### src/rtl/core/sorted_unique_key_list_assert.svh
// Assertion macros for the sorted unique key list.
`ifndef SORTED_UNIQUE_KEY_LIST_ASSERT_SVH
`define SORTED_UNIQUE_KEY_LIST_ASSERT_SVH

// Property that must hold at every clock edge out of reset.
`define SUKL_ASSERT_NOW(lbl, prop, msg) \
	lbl: assert property (@(posedge clk) disable iff (!arst_n) (prop)) else $error(msg);

// Antecedent at one edge requires the consequent at the following edge.
`define SUKL_ASSERT_NEXT(lbl, ante, cons, msg) \
	lbl: assert property (@(posedge clk) disable iff (!arst_n) (ante) |=> (cons)) \
		else $error(msg);

`endif

### src/rtl/core/sukl_pkg.sv
// Package: sizes, codes and word types of the sorted unique key list.
`timescale 1ns / 1ps

package sukl_pkg;

	// number of cells in the chain
	localparam int CAPACITY = 16;
	localparam int OCC_W    = $clog2(CAPACITY + 1);
	localparam int IDX_W    = (CAPACITY > 1) ? $clog2(CAPACITY) : 1;

	// request modes
	localparam logic [1:0] MODE_INSERT = 2'd0;
	localparam logic [1:0] MODE_REMOVE = 2'd1;
	localparam logic [1:0] MODE_DUMP   = 2'd2;

	// result status codes
	localparam logic [2:0] ST_INSERTED  = 3'd0;
	localparam logic [2:0] ST_DUPLICATE = 3'd1;
	localparam logic [2:0] ST_FULL      = 3'd2;
	localparam logic [2:0] ST_REMOVED   = 3'd3;
	localparam logic [2:0] ST_NOTFOUND  = 3'd4;
	localparam logic [2:0] ST_EMPTY     = 3'd5;
	localparam logic [2:0] ST_ENTRY     = 3'd6;

	// input word
	typedef struct packed {
		logic [1:0]         mode;
		logic signed [31:0] key;
	} req_t;

	// result word
	typedef struct packed {
		logic [2:0]         status;
		logic signed [31:0] value;
		logic               last;
	} rsp_t;

	// per-cycle action broadcast to every cell
	typedef enum logic [1:0] {
		CELL_HOLD   = 2'd0,
		CELL_INSERT = 2'd1,
		CELL_REMOVE = 2'd2,
		CELL_ROTATE = 2'd3
	} cell_op_t;

	typedef struct packed {
		cell_op_t           op;
		logic signed [31:0] key;
	} cell_ctl_t;

endpackage

### src/rtl/core/sorted_unique_key_list.sv
// Top level: sorted list of unique signed keys kept in a chain of compare cells.
//
//   channel   direction  handshake                    word
//   request   in         start, accepted when !busy   req (mode, key)
//   result    out        strobe, one cycle, no stall  rsp (status, value, last)
//
// Insert and remove results appear the cycle after accept and the next word may be
// accepted right then. A dump of a non-empty list holds busy while it gives one
// result a cycle, one per entry, rotating the chain once round; a dump of an empty
// list gives a single ST_EMPTY result. Reset clears the occupancy count, dump state
// and strobe; cell keys are left as they are. Results cannot be stalled by the receiver.
`timescale 1ns / 1ps
`include "sorted_unique_key_list_assert.svh"

module sorted_unique_key_list
	import sukl_pkg::*;
(
	input  logic clk,
	input  logic arst_n,
	input  logic start,
	output logic busy,
	input  req_t req,
	output logic strobe,
	output rsp_t rsp
);

	logic [OCC_W-1:0]   occ_q;
	logic [IDX_W-1:0]   cnt_q;
	logic               dump_q;
	logic               strobe_q;
	rsp_t               rsp_q;

	cell_ctl_t          ctl;
	logic signed [31:0] cell_key [CAPACITY];
	logic [CAPACITY-1:0] cell_valid;
	logic [CAPACITY-1:0] cell_lt;
	logic [CAPACITY-1:0] cell_eq;
	logic [CAPACITY-2:0] order_ok;

	logic accept;
	logic found;
	logic full;
	logic empty;
	logic dump_last;
	logic single_op;

	assign busy   = dump_q;
	assign strobe = strobe_q;
	assign rsp    = rsp_q;

	assign accept    = start && !busy;
	assign found     = |cell_eq;
	assign full      = (occ_q == OCC_W'(CAPACITY));
	assign empty     = (occ_q == '0);
	assign dump_last = ((OCC_W'(cnt_q) + OCC_W'(1)) == occ_q);

	// accepted word that gives exactly one result
	assign single_op = accept && (req.mode == MODE_INSERT || req.mode == MODE_REMOVE);

	// occupied cells form a prefix of the chain
	for (genvar i = 0; i < CAPACITY; i++) begin : g_valid
		assign cell_valid[i] = (occ_q > OCC_W'(i));
	end

	// action for the chain this cycle
	always_comb begin
		ctl.key = req.key;
		ctl.op  = CELL_HOLD;
		if (dump_q) begin
			ctl.op = CELL_ROTATE;
		end else if (accept && req.mode == MODE_INSERT && !found && !full) begin
			ctl.op = CELL_INSERT;
		end else if (accept && req.mode == MODE_REMOVE && found) begin
			ctl.op = CELL_REMOVE;
		end
	end

	// cell chain
	for (genvar i = 0; i < CAPACITY; i++) begin : g_cell
		logic signed [31:0] prev_key;
		logic               prev_lt;
		logic signed [31:0] next_key;
		logic               next_valid;

		if (i == 0) begin : g_head
			assign prev_key = cell_key[i];
			assign prev_lt  = 1'b1;
		end else begin : g_body
			assign prev_key = cell_key[i-1];
			assign prev_lt  = cell_lt[i-1];
		end

		if (i == CAPACITY - 1) begin : g_tail
			assign next_key   = cell_key[i];
			assign next_valid = 1'b0;
		end else begin : g_inner
			assign next_key   = cell_key[i+1];
			assign next_valid = cell_valid[i+1];
		end

		sukl_cell u_cell (
			.clk        (clk),
			.ctl        (ctl),
			.valid      (cell_valid[i]),
			.prev_key   (prev_key),
			.prev_lt    (prev_lt),
			.next_key   (next_key),
			.next_valid (next_valid),
			.head_key   (cell_key[0]),
			.key        (cell_key[i]),
			.lt         (cell_lt[i]),
			.eq         (cell_eq[i])
		);
	end

	// strict ascending order of neighboring occupied cells
	for (genvar i = 0; i < CAPACITY - 1; i++) begin : g_order
		assign order_ok[i] = !cell_valid[i+1] || (cell_key[i] < cell_key[i+1]);
	end

	// result word payload
	always_ff @(posedge clk) begin
		if (dump_q) begin
			rsp_q.status <= ST_ENTRY;
			rsp_q.value  <= cell_key[0];
			rsp_q.last   <= dump_last;
		end else if (accept) begin
			rsp_q.value <= req.key;
			rsp_q.last  <= 1'b1;
			unique case (req.mode)
				MODE_INSERT: begin
					rsp_q.status <= found ? ST_DUPLICATE : (full ? ST_FULL : ST_INSERTED);
				end
				MODE_REMOVE: begin
					rsp_q.status <= empty ? ST_EMPTY : (found ? ST_REMOVED : ST_NOTFOUND);
				end
				MODE_DUMP: begin
					rsp_q.status <= ST_EMPTY;
					rsp_q.value  <= '0;
				end
				default: begin
				end
			endcase
		end
	end

	// control: occupancy, dump sequencing, strobe
	always_ff @(posedge clk or negedge arst_n) begin
		if (!arst_n) begin
			occ_q    <= '0;
			cnt_q    <= '0;
			dump_q   <= 1'b0;
			strobe_q <= 1'b0;
		end else begin
			strobe_q <= 1'b0;
			if (dump_q) begin
				strobe_q <= 1'b1;
				cnt_q    <= cnt_q + IDX_W'(1);
				if (dump_last) begin
					dump_q <= 1'b0;
				end
			end else if (accept) begin
				unique case (req.mode)
					MODE_INSERT: begin
						strobe_q <= 1'b1;
						if (!found && !full) begin
							occ_q <= occ_q + OCC_W'(1);
						end
					end
					MODE_REMOVE: begin
						strobe_q <= 1'b1;
						if (found) begin
							occ_q <= occ_q - OCC_W'(1);
						end
					end
					MODE_DUMP: begin
						cnt_q <= '0;
						if (empty) begin
							strobe_q <= 1'b1;
						end else begin
							dump_q <= 1'b1;
						end
					end
					default: begin
					end
				endcase
			end
		end
	end

	// checks
	`SUKL_ASSERT_NOW(a_occ_bound, occ_q <= OCC_W'(CAPACITY), "occupancy above capacity")
	`SUKL_ASSERT_NOW(a_sorted, !dump_q |-> (&order_ok), "chain out of order")
	`SUKL_ASSERT_NOW(a_dump_nonempty, dump_q |-> (occ_q != '0), "dump running on empty list")
	`SUKL_ASSERT_NEXT(a_one_result, single_op, strobe && rsp.last && !busy, "no final result")

endmodule

### src/rtl/core/sukl_cell.sv
// One cell of the key chain: holds a key, compares it, shifts with its neighbors.
`timescale 1ns / 1ps

module sukl_cell
	import sukl_pkg::*;
(
	input  logic               clk,
	input  cell_ctl_t          ctl,
	input  logic               valid,
	input  logic signed [31:0] prev_key,
	input  logic               prev_lt,
	input  logic signed [31:0] next_key,
	input  logic               next_valid,
	input  logic signed [31:0] head_key,
	output logic signed [31:0] key,
	output logic               lt,
	output logic               eq
);

	logic signed [31:0] key_q;

	// compare against the broadcast key
	assign key = key_q;
	assign lt  = valid && (key_q < ctl.key);
	assign eq  = valid && (key_q == ctl.key);

	// insert: first cell not below the key takes it, cells above shift up
	// remove: cells not below the key pull from above
	// rotate: valid prefix turns by one toward the head
	always_ff @(posedge clk) begin
		case (ctl.op)
			CELL_INSERT: begin
				if (!lt) begin
					key_q <= prev_lt ? ctl.key : prev_key;
				end
			end
			CELL_REMOVE: begin
				if (!lt) begin
					key_q <= next_key;
				end
			end
			CELL_ROTATE: begin
				key_q <= next_valid ? next_key : head_key;
			end
			default: begin
			end
		endcase
	end

endmodule

### config.mk
export PLATFORM = sky130hd
export DESIGN_NAME = sorted_unique_key_list
export DESIGN_NICKNAME = d
export VERILOG_FILES = /design/src/rtl/core/sukl_pkg.sv /design/src/rtl/core/sorted_unique_key_list.sv /design/src/rtl/core/sukl_cell.sv
export VERILOG_INCLUDE_DIRS = /design/src /design/src/rtl/core
export SDC_FILE = /design/constraint.sdc
export NUM_CORES = 2
export LEC_CHECK = 0
export BUFFER_PORTS_ARGS = -buffer_cell sky130_fd_sc_hd__buf_2
export CORE_AREA = 2 2 327 329
export CTS_CLUSTER_DIAMETER = 80
export DETAILED_ROUTE_END_ITERATION = 16
export DIE_AREA = 0 0 329 331
export PLACE_DENSITY_LB_ADDON = 0.05
export SLEW_MARGIN = 20
export SYNTH_ARGS = -nofsm -noshare
export SYNTH_HDL_FRONTEND = slang
export SYNTH_SLANG_ARGS = --single-unit
### constraint.sdc
create_clock -name clk -period 9.1 [get_ports clk]
set_clock_uncertainty 0.1 [all_clocks]
set_input_delay 0.91 -clock clk [delete_from_list [all_inputs] [get_ports clk]]
set_output_delay 0.91 -clock clk [all_outputs]
set_load 0.01 [all_outputs]
==> flow_metrics.py <==
metrics = {
    "timing": {
        "hold_viol": 0,
        "worst_hold_slack_ns": 0.0165,
        "rsz0062_at_grt": "no",
        "setup_violations": 0,
        "fmax_mhz": 147,
        "finalCriticalPeriod_ns": 6.81,
        "tns_ns": 0,
        "slew-limit-headroom": 0.118,
        "drv_slew": 0,
        "tightest_slew_ns": 1.31,
        "fin_crit_sh": 0.749,
    },
    "die": {
        "die_w_um": 329,
        "ios": 75,
        "dieArea_um2": 109000,
        "chipHeight_um": 331,
        "num_rows": 119,
        "core_um2": 105000,
        "start_util": 0.448,
    },
    "clock_network": {
        "post_cts_buffers": 0,
        "post_cts_resized": 0,
        "insertion_delay_ns": 0.68,
        "root_buffer": "clkbuf_16",
        "clk_pin_slew_worst_paths_ns": 0.06,
        "cts.path.max_buffers": 3,
        "htreeDepth": 3,
        "ctsHoldBuffers": 0,
        "tritoncts": "done",
        "numCtsBuffers": 72,
        "cts.sinks": 559,
    },
    "synthesis": {
        "synth_warnings": 0,
        "synth_cells": 5243,
        "synthTopCellsByCount": "a21oi_1, nand2_1, mux2i_1, edfxtp_1, ha_1",
        "synth.net_count": 5803,
        "yosysTopAreaCell": "edfxtp_1",
        "ys_seq_elements": 559,
        "synth_top_area_share": 0.348,
        "synth_area_leaders": "edfxtp_1, ha_1, mux2i_1",
        "yosysMostFrequentCell": "a21oi_1",
        "ys.flop_type": "edfxtp_1",
        "syn_area_um2": 47000,
        "synth_edf_count": 545,
        "avgSynthCellArea_um2": 8.97,
        "synthArstFlopShare": 0.0197,
        "yosysSeqAreaShare": 0.355,
        "synth_cell_types": 77,
    },
    "place": {
        "dpl_cell_area_um2": 49300,
        "place_inst": 6444,
        "gp_congestion": 1.02,
        "hpwlAfterDp_um": 150000,
        "port_buffers": 74,
    },
    "cells_and_area": {
        "fill_cells": 9948,
        "area_growth_pct": 9.77,
        "stdcell_count": 6574,
        "nets": 5688,
        "fin_area_um2": 51600,
        "diodes": 0,
        "drive_gt1_frac": 0.0805,
    },
    "worst_setup_path": {
        "endpoint_kind": "flip-flop",
        "worst-r2r-setup-slack_ns": 2.39,
        "critical_path_class": "in2reg",
        "cp_data_arrival_time_ns": 7.06,
        "r2r_cells": 12,
        "worstPathRequired_ns": 9.35,
        "cp_max_fo": 18,
        "timing.rr.start": "occ_q[4]",
        "cp-start-kind": "primary input",
        "reg2reg_to": "g_cell[0].u_cell.key[22]",
    },
    "detailed_routing": {
        "ant_nets": 0,
        "wl_um": 228000,
        "routedWlPerCell_um": 34.6,
        "first_iter_violations": 6826,
        "drc": 0,
        "via_count": 45400,
        "viasPerCell": 6.91,
        "drtPass1Iterations": 6,
    },
    "global_route": {
        "grt_pass1_wl_um": 318000,
        "grt_max_degree": 165,
        "overflow": 0,
        "antenna_found_initial": 9,
        "grt_pass1_vias": 40900,
        "grtUsageTotal": 0.408,
    },
    "outcome": {
        "outcome": "complete, no violations",
    },
    "job": {
        "drv_cap": 0,
    },
    "worst_hold_path": {
        "worstHoldPathType": "in2async",
    },
}
[worst max path at each step]
stage | from | cells past startpoint | end | slack [ns]
final | req[31] | 12 | g_cell[10].u_cell.key[14] | 2.29
after global routing | req[17] | 12 | g_cell[10].u_cell.key[15] | 2.36
after global placement | req[25] | 12 | g_cell[0].u_cell.key[24] | 2.07
after floorplan | req[7] | 11 | g_cell[3].u_cell.key[0] | 3.49
after detailed placement | req[25] | 12 | g_cell[0].u_cell.key[24] | 1.98
after CTS | req[25] | 12 | g_cell[0].u_cell.key[22] | 2.69
[area by class of cell]
cell class	count	area [µm²]	share of cell area
Sequential cell	559	16700	0.324
Timing Repair Buffer	192	1490	0.0288
Clock inverter	38	343	0.00664
Clock buffer	91	1990	0.0385
Inverter	79	304	0.00589
Tap cell	1391	1740	0.0337
Multi-Input combinational cell	4224	29100	0.563
[metrics by stage]
| stage | util | worst slack (ns) |
|---|---|---|
| finish | 0.492 | 2.29 |
| global route | 0.492 | 2.36 |
| CTS | 0.492 | 2.69 |
| detailed placement | 0.469 | 1.98 |
| global placement | 0.469 | 2.07 |
| floorplan | - | 3.49 |
[placed cells by master, fill, tap and decap left out, types with 8 or more instances in the layout]
master     Yosys  final
o21ai_0      285    283
o31ai_1       40     39
nand3_1       54     54
inv_1         77     77
a22oi_1       40     40
o21ai_1      271    268
ha_1         523    522
mux2_4         9      9
clkbuf_1     318     13
or3_1          9      8
buf_4          0    101
buf_2         40     74
mux2_2        41     41
o2111ai_1      9      9
a211oi_1      18     18
o21a_1        15     13
nor2b_1       26     26
mux2i_1      556    545
nand4_1      121    121
mux2_1        22     22
dfrtp_1       11     10
nor2_1       149    145
a21o_1        58     57
edfxtp_1     545    545
nor4_1        18     18
mux2i_4        0     11
clkinv_2       0     12
clkbuf_16      0     77
nand2b_1      15     15
buf_12         0     13
o211ai_1      18     18
clkinv_1       1     15
a21oi_4        0     13
nor3_1        25     25
and4_1        11     11
a21oi_1      923    910
nand2_1      802    799
o32a_1        31     31
[cell families (layout without fill, tap and decap cells)]
kind of cell	after synthesis	count (layout)	synth area share
xor+xnor	10	10	0.00186
fa+ha+maj	523	523	0.139
mux	628	628	0.136
buf+inv	460	400	0.0384
compound gates	1789	1789	0.210
flops	559	559	0.355
simple gates	1274	1274	0.119
[routing by layer]
layer,track usage,wire length [µm],vias to the layer above
met1,0.584,93400,22100
met3,0.114,30600,535
met5,0,53,-
li1,-,-,19500
met2,0.566,91600,3261
met4,0.188,11900,8
[critical path, cell delays in order]
cell and delay, ns:
buf_2 0.31, inv_1 0.45, ha_1 0.56, nand4_1 0.34, nor4_1 1.15, o211ai_1 0.25, o2111ai_1 0.24, inv_1 0.17
nand2_1 0.67, o21ai_4 0.45, a21oi_4 1.09, buf_4 0.40
[registers in the layout, summed over array words and instances, names as in the netlist]
signal	flops
g_cell.u_cell.key	512
rsp	36
occ_q	5
cnt_q	4
busy	1
strobe	1
Power is not shown: default switching activity piles up to over one toggle a cycle in this logic, so the estimate is an artifact.
